$ cat src/rtl/base64_codec_top_defines.svh
// assertion macros shared by the base64 codec rtl
// no dependencies; define ASSERT_OFF to compile the checks out
`ifndef BASE64_CODEC_TOP_DEFINES_SVH
`define BASE64_CODEC_TOP_DEFINES_SVH

`ifndef ASSERT_OFF
// property that must hold at every clock edge outside reset
`define B64C_ASSERT(label, clk, rst, prop) \
   label: assert property (@(posedge clk) disable iff (rst) (prop)) \
      else $error("b64c assertion failed");
// condition in one cycle implies a result in the next
`define B64C_ASSERT_NEXT(label, clk, rst, ante, cons) \
   label: assert property (@(posedge clk) disable iff (rst) (ante) |=> (cons)) \
      else $error("b64c assertion failed");
`else
`define B64C_ASSERT(label, clk, rst, prop)
`define B64C_ASSERT_NEXT(label, clk, rst, ante, cons)
`endif

`endif

$ cat src/rtl/b64c_pkg.sv
// shared types, constants and alphabet functions of the base64 codec
// no dependencies
package b64c_pkg;

   localparam int QUEUE_DEPTH = 2;
   localparam int CSR_ADDR_W  = 3;
   localparam int CSR_DATA_W  = 32;

   localparam logic [7:0] PAD_CHAR      = 8'h3D;
   localparam logic [7:0] CHAR_UPPER_A  = 8'h41;
   localparam logic [7:0] CHAR_UPPER_Z  = 8'h5A;
   localparam logic [7:0] CHAR_LOWER_A  = 8'h61;
   localparam logic [7:0] CHAR_LOWER_Z  = 8'h7A;
   localparam logic [7:0] CHAR_DIGIT_0  = 8'h30;
   localparam logic [7:0] CHAR_DIGIT_9  = 8'h39;
   localparam logic [7:0] CHAR_PLUS     = 8'h2B;
   localparam logic [7:0] CHAR_SLASH    = 8'h2F;
   localparam logic [7:0] LOWER_OFFSET  = 8'd26;
   localparam logic [7:0] DIGIT_OFFSET  = 8'd52;
   localparam logic [5:0] VALUE_PLUS    = 6'd62;
   localparam logic [5:0] VALUE_SLASH   = 6'd63;

   typedef enum logic {
      DIR_ENCODE = 1'b0,
      DIR_DECODE = 1'b1
   } dir_type;

   typedef enum logic [0:0] {
      REG_DIRECTION = 1'b0
   } reg_index_type;

   // one accepted request turned into up to four results
   typedef struct packed {
      logic [3:0][7:0] data;
      logic [1:0]      last_idx;
      logic            data_valid;
      logic            last;
   } job_type;

   // 6-bit group to alphabet character
   function automatic logic [7:0] b64c_encode_char(input logic [5:0] idx);
      logic [7:0] wide;
      logic [7:0] chr;
      wide = {2'b00, idx};
      case (idx) inside
         [6'd0:6'd25]:  chr = CHAR_UPPER_A + wide;
         [6'd26:6'd51]: chr = CHAR_LOWER_A + wide - LOWER_OFFSET;
         [6'd52:6'd61]: chr = CHAR_DIGIT_0 + wide - DIGIT_OFFSET;
         VALUE_PLUS:    chr = CHAR_PLUS;
         default:       chr = CHAR_SLASH;
      endcase
      return chr;
   endfunction

   // alphabet character to {valid, 6-bit value}
   function automatic logic [6:0] b64c_decode_char(input logic [7:0] chr);
      logic [7:0] diff;
      logic [6:0] res;
      diff = 8'd0;
      case (chr) inside
         [CHAR_UPPER_A:CHAR_UPPER_Z]: begin
            diff = chr - CHAR_UPPER_A;
            res  = {1'b1, diff[5:0]};
         end
         [CHAR_LOWER_A:CHAR_LOWER_Z]: begin
            diff = chr - CHAR_LOWER_A + LOWER_OFFSET;
            res  = {1'b1, diff[5:0]};
         end
         [CHAR_DIGIT_0:CHAR_DIGIT_9]: begin
            diff = chr - CHAR_DIGIT_0 + DIGIT_OFFSET;
            res  = {1'b1, diff[5:0]};
         end
         CHAR_PLUS:  res = {1'b1, VALUE_PLUS};
         CHAR_SLASH: res = {1'b1, VALUE_SLASH};
         default:    res = 7'd0;
      endcase
      return res;
   endfunction

endpackage

$ cat src/rtl/b64c_front.sv
// front end: accepts requests, keeps the bit accumulator, builds result jobs
// depends on b64c_pkg and base64_codec_top_defines.svh
`include "base64_codec_top_defines.svh"

module b64c_front (
   input  logic             clock,
   input  logic             reset,
   input  b64c_pkg::dir_type direction,
   input  logic             clear,
   input  logic             req_valid,
   output logic             req_ready,
   input  logic [7:0]       req_in_byte,
   input  logic             req_msg_end,
   input  logic             q_ready,
   output logic             push,
   output b64c_pkg::job_type job
);
   import b64c_pkg::*;

   logic [5:0] acc_ff, acc_in;
   logic [2:0] pend_ff, pend_in;
   logic [1:0] cm_ff, cm_in;

   logic       accept;

   // encode path
   logic [5:0] enc_c0, enc_c1, enc_flush, enc_s1, enc_acc;
   logic [2:0] enc_pend;
   logic       enc_two, enc_second;
   logic [1:0] enc_chars, enc_cm, enc_pads;
   logic [2:0] enc_total_raw, enc_total;
   job_type    enc_job;

   // decode path
   logic [6:0] dec_lookup;
   logic       dec_ok;
   logic [5:0] dec_v, dec_acc;
   logic [2:0] dec_pend;
   logic [7:0] dec_out;
   logic       dec_have;
   job_type    dec_job;

   assign req_ready = q_ready;
   assign accept    = req_valid & q_ready;

   always_comb begin
      enc_c0    = 6'd0;
      enc_c1    = 6'd0;
      enc_two   = 1'b0;
      enc_acc   = 6'd0;
      enc_pend  = 3'd0;
      enc_flush = 6'd0;
      case (pend_ff)
         3'd0: begin
            enc_c0    = req_in_byte[7:2];
            enc_acc   = {4'b0, req_in_byte[1:0]};
            enc_pend  = 3'd2;
            enc_flush = {req_in_byte[1:0], 4'b0};
         end
         3'd2: begin
            enc_c0    = {acc_ff[1:0], req_in_byte[7:4]};
            enc_acc   = {2'b0, req_in_byte[3:0]};
            enc_pend  = 3'd4;
            enc_flush = {req_in_byte[3:0], 2'b0};
         end
         default: begin
            enc_c0  = {acc_ff[3:0], req_in_byte[7:6]};
            enc_c1  = req_in_byte[5:0];
            enc_two = 1'b1;
         end
      endcase
      // second character is either a full group or the zero-filled flush
      enc_second    = enc_two | (req_msg_end & (enc_pend != 3'd0));
      enc_s1        = enc_two ? enc_c1 : enc_flush;
      enc_chars     = enc_second ? 2'd2 : 2'd1;
      enc_cm        = cm_ff + enc_chars;
      enc_pads      = req_msg_end ? (2'd0 - enc_cm) : 2'd0;
      enc_total_raw = {1'b0, enc_chars} + {1'b0, enc_pads};
      enc_total     = (enc_total_raw > 3'd4) ? 3'd4 : enc_total_raw;

      enc_job.data[0]    = b64c_encode_char(enc_c0);
      enc_job.data[1]    = enc_second ? b64c_encode_char(enc_s1) : PAD_CHAR;
      enc_job.data[2]    = PAD_CHAR;
      enc_job.data[3]    = PAD_CHAR;
      enc_job.last_idx   = 2'(enc_total - 3'd1);
      enc_job.data_valid = 1'b1;
      enc_job.last       = req_msg_end;
   end

   always_comb begin
      dec_lookup = b64c_decode_char(req_in_byte);
      dec_ok     = dec_lookup[6];
      dec_v      = dec_lookup[5:0];
      dec_acc    = acc_ff;
      dec_pend   = pend_ff;
      dec_out    = 8'd0;
      dec_have   = 1'b0;
      if (dec_ok) begin
         case (pend_ff)
            3'd0: begin
               dec_acc  = dec_v;
               dec_pend = 3'd6;
            end
            3'd2: begin
               dec_out  = {acc_ff[1:0], dec_v};
               dec_have = 1'b1;
               dec_pend = 3'd0;
            end
            3'd4: begin
               dec_out  = {acc_ff[3:0], dec_v[5:2]};
               dec_have = 1'b1;
               dec_acc  = {4'b0, dec_v[1:0]};
               dec_pend = 3'd2;
            end
            default: begin
               dec_out  = {acc_ff[5:0], dec_v[5:4]};
               dec_have = 1'b1;
               dec_acc  = {2'b0, dec_v[3:0]};
               dec_pend = 3'd4;
            end
         endcase
      end
      dec_job.data       = {8'd0, 8'd0, 8'd0, dec_out};
      dec_job.last_idx   = 2'd0;
      dec_job.data_valid = dec_have;
      dec_job.last       = req_msg_end;
   end

   always_comb begin
      if (direction == DIR_DECODE) begin
         job  = dec_job;
         push = accept & (dec_have | req_msg_end);
      end else begin
         job  = enc_job;
         push = accept;
      end
   end

   always_comb begin
      acc_in  = acc_ff;
      pend_in = pend_ff;
      cm_in   = cm_ff;
      if (clear || (accept && req_msg_end)) begin
         acc_in  = 6'd0;
         pend_in = 3'd0;
         cm_in   = 2'd0;
      end else if (accept) begin
         if (direction == DIR_DECODE) begin
            acc_in  = dec_acc;
            pend_in = dec_pend;
         end else begin
            acc_in  = enc_acc;
            pend_in = enc_pend;
            cm_in   = enc_cm;
         end
      end
   end

   always_ff @(posedge clock) begin
      if (reset) begin
         acc_ff  <= 6'd0;
         pend_ff <= 3'd0;
         cm_ff   <= 2'd0;
      end else begin
         acc_ff  <= acc_in;
         pend_ff <= pend_in;
         cm_ff   <= cm_in;
      end
   end

   `B64C_ASSERT(a_pend_even, clock, reset, !pend_ff[0])
   `B64C_ASSERT_NEXT(a_end_clears, clock, reset, accept && req_msg_end, pend_ff == 3'd0 && cm_ff == 2'd0)

endmodule

$ cat src/rtl/b64c_queue.sv
// small job queue between the front end and the result serializer
// depends on b64c_pkg and base64_codec_top_defines.svh
`include "base64_codec_top_defines.svh"

module b64c_queue (
   input  logic              clock,
   input  logic              reset,
   input  logic              push,
   input  b64c_pkg::job_type push_job,
   output logic              in_ready,
   input  logic              pop,
   output b64c_pkg::job_type pop_job,
   output logic              out_valid
);
   import b64c_pkg::*;

   localparam int PTR_W = (QUEUE_DEPTH > 1) ? $clog2(QUEUE_DEPTH) : 1;
   localparam int CNT_W = $clog2(QUEUE_DEPTH + 1);
   localparam logic [PTR_W-1:0] PTR_LAST = PTR_W'(QUEUE_DEPTH - 1);
   localparam logic [CNT_W-1:0] CNT_FULL = CNT_W'(QUEUE_DEPTH);

   job_type           slot_ff [QUEUE_DEPTH];
   logic [PTR_W-1:0]  wr_ff, wr_in, rd_ff, rd_in;
   logic [CNT_W-1:0]  count_ff, count_in;
   logic              do_push, do_pop;

   assign in_ready  = (count_ff != CNT_FULL);
   assign out_valid = (count_ff != '0);
   assign do_push   = push & in_ready;
   assign do_pop    = pop & out_valid;
   assign pop_job   = slot_ff[rd_ff];

   always_comb begin
      wr_in    = wr_ff;
      rd_in    = rd_ff;
      count_in = count_ff;
      if (do_push) begin
         wr_in = (wr_ff == PTR_LAST) ? '0 : wr_ff + 1'b1;
      end
      if (do_pop) begin
         rd_in = (rd_ff == PTR_LAST) ? '0 : rd_ff + 1'b1;
      end
      if (do_push && !do_pop) begin
         count_in = count_ff + 1'b1;
      end else if (do_pop && !do_push) begin
         count_in = count_ff - 1'b1;
      end
   end

   always_ff @(posedge clock) begin
      if (do_push) begin
         slot_ff[wr_ff] <= push_job;
      end
   end

   always_ff @(posedge clock) begin
      if (reset) begin
         wr_ff    <= '0;
         rd_ff    <= '0;
         count_ff <= '0;
      end else begin
         wr_ff    <= wr_in;
         rd_ff    <= rd_in;
         count_ff <= count_in;
      end
   end

   `B64C_ASSERT(a_count_range, clock, reset, count_ff <= CNT_FULL)

endmodule

$ cat src/rtl/b64c_back.sv
// back end: steps through the results of one job, one per cycle while rsp_ready is high
// depends on b64c_pkg and base64_codec_top_defines.svh
`include "base64_codec_top_defines.svh"

module b64c_back (
   input  logic              clock,
   input  logic              reset,
   input  logic              q_valid,
   input  b64c_pkg::job_type q_job,
   output logic              pop,
   output logic              rsp_valid,
   input  logic              rsp_ready,
   output logic [7:0]        rsp_out_byte,
   output logic              rsp_byte_valid,
   output logic              rsp_out_last
);
   import b64c_pkg::*;

   job_type    cur_ff, cur_in;
   logic       busy_ff, busy_in;
   logic [1:0] idx_ff, idx_in;
   logic       take, done_job;

   assign take     = busy_ff & rsp_ready;
   assign done_job = take & (idx_ff == cur_ff.last_idx);
   assign pop      = q_valid & (!busy_ff | done_job);

   assign rsp_valid      = busy_ff;
   assign rsp_out_byte   = cur_ff.data[idx_ff];
   assign rsp_byte_valid = cur_ff.data_valid;
   assign rsp_out_last   = cur_ff.last & (idx_ff == cur_ff.last_idx);

   always_comb begin
      cur_in  = cur_ff;
      busy_in = busy_ff;
      idx_in  = idx_ff;
      if (pop) begin
         cur_in  = q_job;
         busy_in = 1'b1;
         idx_in  = 2'd0;
      end else if (done_job) begin
         busy_in = 1'b0;
      end else if (take) begin
         idx_in = idx_ff + 2'd1;
      end
   end

   always_ff @(posedge clock) begin
      cur_ff <= cur_in;
   end

   always_ff @(posedge clock) begin
      if (reset) begin
         busy_ff <= 1'b0;
         idx_ff  <= 2'd0;
      end else begin
         busy_ff <= busy_in;
         idx_ff  <= idx_in;
      end
   end

   `B64C_ASSERT(a_idx_range, clock, reset, !busy_ff || idx_ff <= cur_ff.last_idx)
   `B64C_ASSERT(a_marker_single, clock, reset, !busy_ff || cur_ff.data_valid || (cur_ff.last && cur_ff.last_idx == 2'd0))

endmodule

$ cat src/rtl/base64_codec_top.sv
// base64 codec: encode turns every 3 bytes into 4 characters (one character per cycle out of the
// back end while rsp_ready is high, up to 4 results on a message's last byte); decode 1 character
// per cycle while rsp_ready is high. an accepted request that yields a job is written into the queue
// and then loaded into the back end's job register, which raises rsp_valid
// throughput is set by the back end serializer, one result per cycle while rsp_ready is high
// reset: synchronous active high; clears direction (encode), accumulator, queue, output
// depends on b64c_pkg, b64c_front, b64c_queue, b64c_back
module base64_codec_top (
   input  logic                             clock,
   input  logic                             reset,
   // request channel
   input  logic                             req_valid,
   output logic                             req_ready,
   input  logic [7:0]                       req_in_byte,
   input  logic                             req_msg_end,
   // result channel
   output logic                             rsp_valid,
   input  logic                             rsp_ready,
   output logic [7:0]                       rsp_out_byte,
   output logic                             rsp_byte_valid,
   output logic                             rsp_out_last,
   // register port
   input  logic                             csr_psel,
   input  logic                             csr_penable,
   input  logic                             csr_pwrite,
   input  logic [b64c_pkg::CSR_ADDR_W-1:0]  csr_paddr,
   input  logic [b64c_pkg::CSR_DATA_W-1:0]  csr_pwdata,
   output logic [b64c_pkg::CSR_DATA_W-1:0]  csr_prdata,
   output logic                             csr_pready
);
   import b64c_pkg::*;

   // direction register
   dir_type       dir_ff, dir_in;
   logic          csr_write;
   logic          dir_write;
   reg_index_type csr_index;

   // front to queue
   logic    q_push;
   logic    q_in_ready;
   job_type push_job;

   // queue to back
   logic    q_pop;
   logic    q_valid;
   job_type pop_job;

   // register port: no wait states
   assign csr_pready = 1'b1;
   assign csr_write  = csr_psel & csr_penable & csr_pwrite;
   assign csr_index  = reg_index_type'(csr_paddr[2]);

   // decode the register index; writes beyond the list are dropped
   always_comb begin
      dir_write  = 1'b0;
      csr_prdata = '0;
      case (csr_index)
         REG_DIRECTION: begin
            dir_write  = csr_write;
            csr_prdata = {{(CSR_DATA_W-1){1'b0}}, dir_ff};
         end
         default: begin
            dir_write  = 1'b0;
            csr_prdata = '0;
         end
      endcase
   end

   assign dir_in = dir_write ? dir_type'(csr_pwdata[0]) : dir_ff;

   always_ff @(posedge clock) begin
      if (reset) begin
         dir_ff <= DIR_ENCODE;
      end else begin
         dir_ff <= dir_in;
      end
   end

   // front end: accepts requests and builds one job per request that yields results;
   // a direction write also clears the accumulator state
   b64c_front u_front (
      .clock       (clock),
      .reset       (reset),
      .direction   (dir_ff),
      .clear       (dir_write),
      .req_valid   (req_valid),
      .req_ready   (req_ready),
      .req_in_byte (req_in_byte),
      .req_msg_end (req_msg_end),
      .q_ready     (q_in_ready),
      .push        (q_push),
      .job         (push_job)
   );

   // queue lets the front keep accepting while the back drains a job
   b64c_queue u_queue (
      .clock     (clock),
      .reset     (reset),
      .push      (q_push),
      .push_job  (push_job),
      .in_ready  (q_in_ready),
      .pop       (q_pop),
      .pop_job   (pop_job),
      .out_valid (q_valid)
   );

   // back end: holds the job in a register and hands out one result per cycle while rsp_ready is high
   b64c_back u_back (
      .clock          (clock),
      .reset          (reset),
      .q_valid        (q_valid),
      .q_job          (pop_job),
      .pop            (q_pop),
      .rsp_valid      (rsp_valid),
      .rsp_ready      (rsp_ready),
      .rsp_out_byte   (rsp_out_byte),
      .rsp_byte_valid (rsp_byte_valid),
      .rsp_out_last   (rsp_out_last)
   );

endmodule
$ cat config.mk
export PLATFORM = sky130hd
export DESIGN_NAME = base64_codec_top
export DESIGN_NICKNAME = d
export VERILOG_FILES = /design/src/rtl/b64c_pkg.sv /design/src/rtl/b64c_front.sv /design/src/rtl/b64c_queue.sv /design/src/rtl/b64c_back.sv /design/src/rtl/base64_codec_top.sv
export VERILOG_INCLUDE_DIRS = /design/src /design/src/rtl
export SDC_FILE = /design/constraint.sdc
export NUM_CORES = 1
export LEC_CHECK = 0
export BUFFER_PORTS_ARGS = -buffer_cell sky130_fd_sc_hd__clkbuf_2
export CORE_UTILIZATION = 62
export CTS_BUF_LIST = sky130_fd_sc_hd__clkbuf_16
export CTS_CLUSTER_SIZE = 28
export DETAILED_ROUTE_END_ITERATION = 12
export PLACE_DENSITY = 0.87
export SLEW_MARGIN = 40
export SYNTH_ARGS = -nofsm -noshare
export SYNTH_HDL_FRONTEND = slang
export SYNTH_SLANG_ARGS = --single-unit
$ cat constraint.sdc
create_clock -name clock -period 9.1 [get_ports clock]
set_input_delay 1.365 -clock clock [delete_from_list [all_inputs] [get_ports clock]]
set_output_delay 1.365 -clock clock [all_outputs]
set_load 0.01 [all_outputs]
After elaboration in Yosys (flattened, before gate mapping)
Memories as Yosys holds them, arrays and structs flattened. A register that Yosys moved wholly into a read port is not among the register bits.
Index checks and enable logic that the tools add are counted.

storage, ports and cells
  register bits = 27
  RAM bits = 68
  input bits = 51
  output and inout port bits = 45
  word-level logic and storage cells = 156
  memories kept = 1

operators by class
  add/sub/neg operators = 24
  $lt $le $gt $ge = 20
  equality and inequality tests = 10
  multiplexer cells = 47
  bitwise operators = 16
  reduce and logical (&&, ||, !) cells = 28

memory list
  name             words  width  read ports  clocked after Yosys merged registers in  wr ports  RTL line          RTL
  u_queue.slot_ff  2      34     1           1                                        1         b64c_queue.sv:22  job_type slot_ff [QUEUE_DEPTH];

operators by type and width
  cell                 count
  $mux 8               9
  $mux 7               5
  $mux 34              1
  $add 7x6->8 const A  4
  $le 6x6->1 const B   4
  $pmux 6 s2           2
  $pmux 8 s3           1
  $mux 6               3
  $pmux 6 s3           1
  $bmux 8 s2           1
  $eq 8x6->1 const B   2
  $ge 8x7->1 const B   2
  $le 8x7->1 const B   2
  $sub 8x5->8 const B  2
  $sub 8x6->8 const B  2
  $add 6x6->7 const A  2
  $eq 6x6->1 const B   2
  $ge 6x1->1 const B   2
  $ge 6x5->1 const B   2
  $ge 6x6->1 const B   2
  $le 6x5->1 const B   2
  $logic_and 1x1->1    12
  $mux 1               12
  $mux 3               4
  other kinds (34)     64

Longest topological paths before layout
Gate-level depths: netlist of run 1.

  word-level depth = 15
  depth in mapped cells = 16
  depth with buffers taken out = 13

By module
From an unflattened synthesis of run 1, not the netlist that was laid out.

unflattened totals
  cells, all modules = 666
  area total of the unflattened synthesis = 7527.2 um^2

modules (own cells, without submodules)
  module            times used  cells an instance  area each (um^2)  sequential area each (um^2)
  b64c_front        1           420                2930.3            200.2
  b64c_queue        1           136                2817.7            2262.2
  b64c_back         1           70                 1470.2            1141.1
  base64_codec_top  1           40                 309.0             20.0

Worst setup path after synthesis of run 1
Ideal clock, no wire load.

  kind = input to register
  start point = in req_in_byte[2]
  end point = mem u_queue.slot_ff[0][0] (netlist bit) (enable)
  library setup time = 0.399 ns
  arrival time = 3.786 ns
  data required time = 8.701 ns
  path slack = 4.915 ns
  stages on the path = 9
  buffers on the path = 1
  cells stage by stage = clkbuf_1 > inv_1 > ha_1 > nor3b_1 > o21ai_0 > a32oi_1 > o21ai_0 > o21ai_1 > nor2_1

on the way
  word-level cells in the longest chain between the ends = 13
  elaborated cells between the ends (all ways) = 23
  those cells by class = order compare (6); eq/ne (2); mux (9); bitwise (3); reduce/logical (3)

RTL lines
  what                                                                RTL line                RTL
  start: declaration                                                  base64_codec_top.sv:14  input logic [7:0] req_in_byte,
  parallel branches: the longest is 5 deep, another holds $ge 8x6->1  -
  $mux 7 *                                                            b64c_pkg.sv:60          case (chr) inside
  $mux 1 *                                                            b64c_front.sv:98        if (dec_ok) begin
  $or 1x1->1 *                                                        b64c_front.sv:132       push = accept & (dec_have | req_msg_end);
  $and 1x1->1 *                                                       b64c_front.sv:132
  $mux 1 *                                                            b64c_front.sv:130       if (direction == DIR_DECODE) begin
  $and 1x1->1 *                                                       b64c_queue.sv:29        assign do_push = push & in_ready;
  $mux 1 *                                                            b64c_queue.sv:51        if (do_push) begin
  $mux 1 (not written as such) *                                      b64c_queue.sv:52        slot_ff[wr_ff] <= push_job;
  end: declaration                                                    b64c_queue.sv:22

Mark *: on every way between the ends.

Worst setup path in the final report of run 1
  start point = in req_in_byte[2]
  end point = reg u_queue.count_ff[1]

on the way
  word-level cells in the longest chain between the ends = 14
  elaborated cells between the ends (all ways) = 26
  those cells by class = order compare (6); eq/ne (2); mux (8); bitwise (3); reduce/logical (7)

RTL lines
  what                                                                RTL line           RTL
  parallel branches: the longest is 5 deep, another holds $ge 8x6->1  -
  $mux 7 *                                                            b64c_pkg.sv:60
  $mux 1 *                                                            b64c_front.sv:98
  $or 1x1->1 *                                                        b64c_front.sv:132
  $and 1x1->1 *                                                       b64c_front.sv:132
  $mux 1 *                                                            b64c_front.sv:130
  $and 1x1->1 *                                                       b64c_queue.sv:29
  via u_queue.do_push                                                 b64c_queue.sv:25   logic do_push, do_pop;
  $logic_not 1->1                                                     b64c_queue.sv:45   end else if (do_pop && !do_push) begin
  $logic_and 1x1->1                                                   b64c_queue.sv:45
  $reduce_bool 2->1 (no line)                                         -
  end signal: assignment                                              b64c_queue.sv:64   count_ff <= count_in;
  end: declaration                                                    b64c_queue.sv:24   logic [CNT_W-1:0] count_ff, count_in;

Mark *: on every way through the listed nets, which the timed path passes.
A chain may end at the register's enable or synchronous reset.

==> impl_metrics.py, run 1 <==
metrics = {
    "grt": {
        "grt_max_degree": 33,
        "grt_pass1_wl_um": 21300,
        "grt_pass1_vias": 4303,
        "grt_overflow": 0,
        "track_usage_pct": 27.5,
        "antenna_found_initial": 0,
    },
    "floorplanning": {
        "start_util_pct": 63.6,
        "die_h_um": 99.1,
        "core_um2": 9200,
        "die_w_um": 99.1,
        "die_area_um2": 9820,
        "ios": 96,
        "rows": 35,
    },
    "timing": {
        "max_freq_mhz": 221,
        "setup_violations": 0,
        "slew_viol_final": 0,
        "clock-skew-final_ps": 10.2,
        "rsz0062_at_grt": "false",
        "relSlewSlack_pct": 49.9,
        "timing.final.crit_period_ps": 4520,
        "fin_crit_sh_pct": 49.7,
        "final_hold_viol_count": 0,
        "worst_pin_slew_ps": 751,
        "finalSetupTns_ps": 0,
    },
    "power": {
        "p_sw_share_pct": 37.9,
        "seqPwrFrac_pct": 36.8,
        "vdd_drop_max_v": 0.000119,
        "p_total_uw": 1630,
        "p_leak_uw": 0.00241,
        "power.share.clock_pct": 22.2,
        "cellInternalPower_uw": 1010,
        "power.density_nw_per_um2": 262,
        "switchingPower_uw": 618,
        "combPwrFrac_pct": 41.0,
    },
    "clocking": {
        "clock_latency_ps": 340,
        "cts_sinks": 81,
        "tritoncts": "built",
        "cts_buffer_depth": 2,
        "ctsResizeCount": 0,
        "post_cts_buffers": 0,
        "clkTransAtPathRegs_ps": 60,
        "cts_buffers": 9,
        "root_buffer": "clkbuf_16",
        "ctsHtreeMaxLevel": 3,
        "cts.hold.buffers_added": 0,
    },
    "min_path": {
        "hp-start": "u_front.acc_ff[5]",
        "hold_class": "register to register",
        "holdPathEnd": "u_front.acc_ff[5]",
        "whs_path_depth": 2,
    },
    "placed_design": {
        "place_hpwl_um": 9170,
        "gp_congestion": 0.982,
        "portBuffers": 30,
    },
    "worst_setup_path": {
        "startpoint": "req_in_byte[2]",
        "worstSetupStartpointType": "primary input",
        "critical_path_arrival_ps": 4790,
        "setup.worst_path.end_class": "register",
        "rr_endpoint": "u_queue.slot_ff[0][7]",
        "cp.required_ps": 9370,
        "reg2reg_depth": 11,
        "critPathKind": "primary input to register",
        "rr_startpoint": "u_front.pend_ff[2]",
        "rrSetupSlack_ps": 4980,
        "cp_max_fo": 16,
    },
    "layout": {
        "areaGrowthSynthToFinish_pct": 6.57,
        "drive_gt1_share_pct": 13.7,
        "fin_nets": 734,
        "diodes": 0,
    },
    "route": {
        "vias_per_cell": 6.34,
        "drc": 0,
        "detail-route-antenna-nets": 0,
        "wl_per_cell_um": 17.5,
        "drt-initial-drc-count": 498,
        "vias": 4784,
        "wl_um": 13200,
        "first_pass_iters": 5,
    },
    "outcome": {
        "status": "finished clean",
    },
    "synth": {
        "synth_top_cell_by_area": "edfxtp_1",
        "synthTopCellsByCount": "edfxtp_1 (63), nor2_1 (48), a21oi_1 (46)",
        "avgSynthCellArea_um2": 9.35,
        "syn_inst": 625,
        "netlist_area_um2": 5850,
        "synth.area.top_cells": "edfxtp_1 (32%), ha_1 (9.4%), dfxtp_1 (6.2%)",
        "synth_seq_cells": 81,
        "seq_area_frac_synth_pct": 38.5,
        "yosysMostFrequentCell": "edfxtp_1",
        "yosys_warnings": 0,
        "synthArstFlopShare_pct": 0,
        "synth-edff-count": 63,
        "yosysUniqueCellTypes": 68,
        "synthFlopType": "edfxtp_1",
        "synth_top_area_share_pct": 32.4,
    },
    "job": {
        "drv_cap": 0,
    },
}
cell families (layout without fill, tap and decap cells):
| group | after synthesis | in the layout | share of synthesized area, % |
|---|---|---|---|
| AOI/OAI and AO/OA | 173 | 173 | 19.8 |
| xor gates and xnor gates | 23 | 23 | 3.45 |
| muxes | 27 | 27 | 5.07 |
| and+or+nand+nor | 175 | 175 | 14.7 |
| buffers and inverters | 99 | 86 | 8.65 |
| DFF | 81 | 81 | 38.5 |
| adders and majority gates | 45 | 45 | 9.76 |
| other | 2 | 33 | 0.128 |
critical path, cell delays in order:
cell and delay [ps]:
clkbuf_2 220, inv_1 270, ha_1 260, nor3b_1 370
o21ai_0 180, a32oi_1 480, o21ai_0 300, o21ai_1 370
inv_1 130, ha_1 330, or3_1 360, a21oi_1 140
registers in the layout (all words and copies together), names as in the netlist:
name                   flops
dir_ff                     1
u_back.cur_ff             20
u_back.idx_ff              2
u_back.rsp_byte_valid      1
u_back.rsp_valid           1
u_front.acc_ff             6
u_front.cm_ff              2
u_front.pend_ff            2
u_queue.count_ff           2
u_queue.rd_ff              1
u_queue.slot_ff           42
u_queue.wr_ff              1
how the worst max path moves through the flow:
stage,end,slack [ps],cells past startpoint
final,u_queue.count_ff[1],4580,12
after global routing,u_queue.count_ff[1],4260,12
after CTS,u_queue.count_ff[1],4640,12
after detailed placement,u_queue.count_ff[1],4270,12
after global placement,u_queue.slot_ff[0][7],4390,11
after floorplan,u_queue.slot_ff[0][0],4920,9
final cells by class:
type	count	area, um2
Multi-Input combinational cell	476	3220
Fill cell	707	2970
Sequential cell	81	2250
Clock buffer	9	225
Timing Repair Buffer	35	185
Tap cell	111	139
Inverter	35	131
Clock inverter	7	80.1
power groups by stage:
| stage | clock network, uW | logic [uW] | registers, uW |
|---|---|---|---|
| final | 362 | 669 | 601 |
| after global placement | 0 | 624 | 601 |
| after CTS | 367 | 658 | 603 |
| after detailed placement | 0 | 650 | 608 |
| after floorplan | 0 | 510 | 580 |
| after global routing | 380 | 732 | 611 |
cells in the final DEF, fill, tap and decap left out, types with 4 or more instances in the layout:
| cell type | netlist | routed |
|---|---|---|
| nor4_1 | 6 | 6 |
| buf_4 | 32 | 4 |
| a21o_1 | 6 | 6 |
| o21ai_0 | 30 | 30 |
| ha_1 | 44 | 44 |
| o21ai_1 | 5 | 4 |
| clkinv_4 | 0 | 4 |
| a21oi_1 | 46 | 45 |
| clkbuf_2 | 0 | 30 |
| inv_1 | 29 | 29 |
| a31oi_1 | 9 | 9 |
| mux2i_1 | 6 | 6 |
| xor2_1 | 8 | 8 |
| a211oi_1 | 13 | 13 |
| mux2_2 | 21 | 21 |
| nor2b_1 | 11 | 11 |
| edfxtp_1 | 63 | 63 |
| nor2_1 | 48 | 47 |
| a211o_1 | 6 | 6 |
| and2_1 | 9 | 8 |
| o2111ai_1 | 4 | 4 |
| conb_1 | 2 | 33 |
| nor3_1 | 16 | 16 |
| nand2b_1 | 8 | 8 |
| inv_2 | 6 | 6 |
| clkbuf_16 | 0 | 9 |
| xnor2_1 | 15 | 15 |
| o211ai_1 | 4 | 4 |
| nand2_1 | 41 | 41 |
| dfxtp_1 | 18 | 17 |
| nand3_1 | 15 | 15 |
| a221o_1 | 5 | 5 |
| o22ai_1 | 4 | 4 |
per-layer routing:
metal  track usage, %  wire, um  up-vias
met5                0         0        -
met4             8.37       209        0
met1             36.8      5540     2266
met3             4.50       941       19
li1                 -         -     2246
met2             46.3      6480      253
metrics by stage:
step	hold slack, ps	worst slack [ps]	util [%]	area [um2]	instances
2_1_floorplan	438	4920	-	5960	656
3_3_place_gp	457	4390	64.3	5910	737
3_5_place_dp	469	4270	64.4	5920	738
4_1_cts	480	4640	67.7	6230	754
5_1_grt	518	4260	67.7	6230	754
6_report	483	4580	67.7	6230	754
(Power assumes the default switching activity.)
==> inputs of run 2 (changes only) <==
--- a/config.mk
+++ b/config.mk
@@ -7,11 +7,11 @@
 export NUM_CORES = 1
 export LEC_CHECK = 0
 export BUFFER_PORTS_ARGS = -buffer_cell sky130_fd_sc_hd__clkbuf_2
-export CORE_UTILIZATION = 62
+export CORE_UTILIZATION = 52
 export CTS_BUF_LIST = sky130_fd_sc_hd__clkbuf_16
 export CTS_CLUSTER_SIZE = 28
 export DETAILED_ROUTE_END_ITERATION = 12
-export PLACE_DENSITY = 0.87
+export PLACE_DENSITY = 0.77
 export SLEW_MARGIN = 40
 export SYNTH_ARGS = -nofsm -noshare
 export SYNTH_HDL_FRONTEND = slang
==> constraint.sdc (replaced) <==
create_clock -name clock -period 4.15 [get_ports clock]
set_input_delay 0.6225 -clock clock [delete_from_list [all_inputs] [get_ports clock]]
set_output_delay 0.6225 -clock clock [all_outputs]
set_load 0.01 [all_outputs]
==> run 2 against run 1 <==
Clock skew is 1.2 ps lower. Total power is 120% higher. Flip-flop and latch count stayed put. Clock power is 100% higher. First-iteration DRC count is 5.0% lower. Design area is 1.3% higher. Global-route usage is 4.4 points lower.
==> impl_metrics.py, run 2 (synthesis gave the netlist of run 1 again) <==
metrics = {
    "floorplanning": {
        "start_util_pct": 53.7,
        "die_w_um": 108,
        "ios": 96,
        "die_h_um": 108,
        "core_um2": 10900,
        "rows": 38,
        "die_area_um2": 11700,
    },
    "timing": {
        "fin_crit_sh_pct": 91.9,
        "timing.final.crit_period_ps": 3820,
        "rsz0062_at_grt": "false",
        "clock-skew-final_ps": 9.00,
        "finalSetupTns_ps": 0,
        "setup_violations": 0,
        "final_hold_viol_count": 0,
        "max_freq_mhz": 262,
        "worst_pin_slew_ps": 712,
        "slew_viol_final": 0,
        "relSlewSlack_pct": 52.5,
    },
    "clocking": {
        "cts.hold.buffers_added": 0,
        "clkTransAtPathRegs_ps": 60,
        "cts_buffers": 9,
        "ctsHtreeMaxLevel": 3,
        "root_buffer": "clkbuf_16",
        "post_cts_buffers": 0,
        "tritoncts": "built",
        "clock_latency_ps": 330,
        "cts_buffer_depth": 2,
        "cts_sinks": 81,
    },
    "worst_setup_path": {
        "rr_endpoint": "u_queue.slot_ff[0][5]",
        "critical_path_arrival_ps": 3860,
        "setup.worst_path.end_class": "register",
        "crit_slowest_cell": "ha_1",
        "crit_buf_inv": 4,
        "worstSetupStartpointType": "register",
        "reg2reg_depth": 14,
        "rr_startpoint": "u_front.pend_ff[2]",
        "max_stage_delay_ps": 410,
        "startpoint": "u_front.pend_ff[2]",
        "path_cells": "inv_1 > ha_1 > nor2_1 > buf_4 > a21oi_1 > inv_1 > ha_1 > a211oi_1 > a31oi_1 > o21ai_1 > buf_4 > nor3_1 > a221oi_1 > o21ai_1",
        "crit_family": "compound AO/OA/AOI/OAI gates",
        "cp_max_fo": 12,
        "rrSetupSlack_ps": 330,
        "cp.required_ps": 4190,
        "critPathKind": "register to register",
    },
    "route": {
        "drc": 0,
        "vias_per_cell": 5.92,
        "wl_per_cell_um": 16.3,
        "wl_um": 13000,
        "detail-route-antenna-nets": 0,
        "first_pass_iters": 5,
        "vias": 4695,
        "drt-initial-drc-count": 473,
    },
    "layout": {
        "stdcell_count": 793,
        "drive_gt1_share_pct": 14.9,
        "final_cell_mix": "edfxtp_1 (63), nor2_1 (48), a21oi_1 (45)",
        "areaGrowthSynthToFinish_pct": 8.01,
        "largest_reg_flops": 42,
        "fill_cells": 918,
        "reg.largest.list": "u_queue.slot_ff x42, u_back.cur_ff x20, u_front.acc_ff x6",
        "top_register": "u_queue.slot_ff",
        "fin_nets": 744,
        "final_common_cell": "edfxtp_1",
        "diodes": 0,
    },
    "grt": {
        "antenna_found_initial": 0,
        "track_usage_pct": 23.1,
        "grt_overflow": 0,
        "grt_pass1_vias": 4274,
        "grt_max_degree": 33,
        "grt_pass1_wl_um": 21100,
    },
    "placed_design": {
        "portBuffers": 30,
        "place_hpwl_um": 9410,
        "dpl.cell_count": 777,
        "gp_congestion": 0.935,
    },
    "min_path": {
        "whs_path_depth": 2,
        "holdPathEnd": "u_front.acc_ff[5]",
        "hp-start": "u_front.acc_ff[5]",
        "hold_class": "register to register",
    },
    "job": {
        "drv_cap": 0,
    },
    "power": {
        "p_leak_uw": 0.00244,
        "power.density_nw_per_um2": 558,
        "p_total_uw": 3520,
        "vdd_drop_max_v": 0.000541,
    },
    "outcome": {
        "status": "finished clean",
    },
}
run 2: final cells by class:
cell class / count / area, um2 / area share, %
tap: 140 / 175 / 2.77
clock inverter: 7 / 55.1 / 0.872
sequential: 81 / 2250 / 35.7
clock buffer: 9 / 225 / 3.57
timing repair buffer: 45 / 263 / 4.16
multi-input combinational: 476 / 3210 / 50.9
inverter: 35 / 131 / 2.08
run 2: stage by stage:
step / utilization, % / setup slack, ps / hold WS (ps) / cell area [um2]
after floorplan: - / 708 / 438 / 5960
after global placement: 55.4 / 456 / 456 / 6030
after detailed placement: 55.4 / 372 / 451 / 6030
after CTS: 58.0 / 338 / 466 / 6310
after global routing: 58.0 / 65.7 / 505 / 6310
final: 58.0 / 335 / 470 / 6310
run 2: per-layer routing:
layer  wire length, um  up-vias  part of all wire [%]  GRT usage (%)
met3               724       20                   5.6           3.32
met2              6300      177                    49           39.7
li1                  -     2270                     -              -
met4               211        0                   1.6           6.75
met5                 0        -                     0              0
met1              5730     2228                    44           30.3
run 2: worst max path at each step:
stage	cells after the start	end	slack [ps]
global placement	14	u_queue.slot_ff[1][4]	460
finish	14	u_queue.slot_ff[0][5]	330
detailed placement	14	u_queue.slot_ff[0][4]	370
CTS	14	u_queue.slot_ff[1][4]	340
global route	14	u_queue.slot_ff[1][4]	70
floorplan	9	u_queue.slot_ff[0][0]	710
run 2: worst min-delay path: cells and delay by family (launching register included):
| kind | cells | cell delay (ps) |
|---|---|---|
| flip-flops | 1 | 310 |
| AO/OA/AOI/OAI | 1 | 60 |
| buffers and inverters | 1 | 50 |
run 2: what timing repair did:
action,in CTS,in global routing
endpoints found under the hold margin,0,0
gates resized for setup,0,1
endpoints found under the setup margin,0,2
run 2: where the power goes:
| group | internal [uW] | switching (uW) | total (uW) |
|---|---|---|---|
| clock network | 409 | 316 | 725 |
| logic | 582 | 898 | 1480 |
| registers | 1190 | 123 | 1320 |
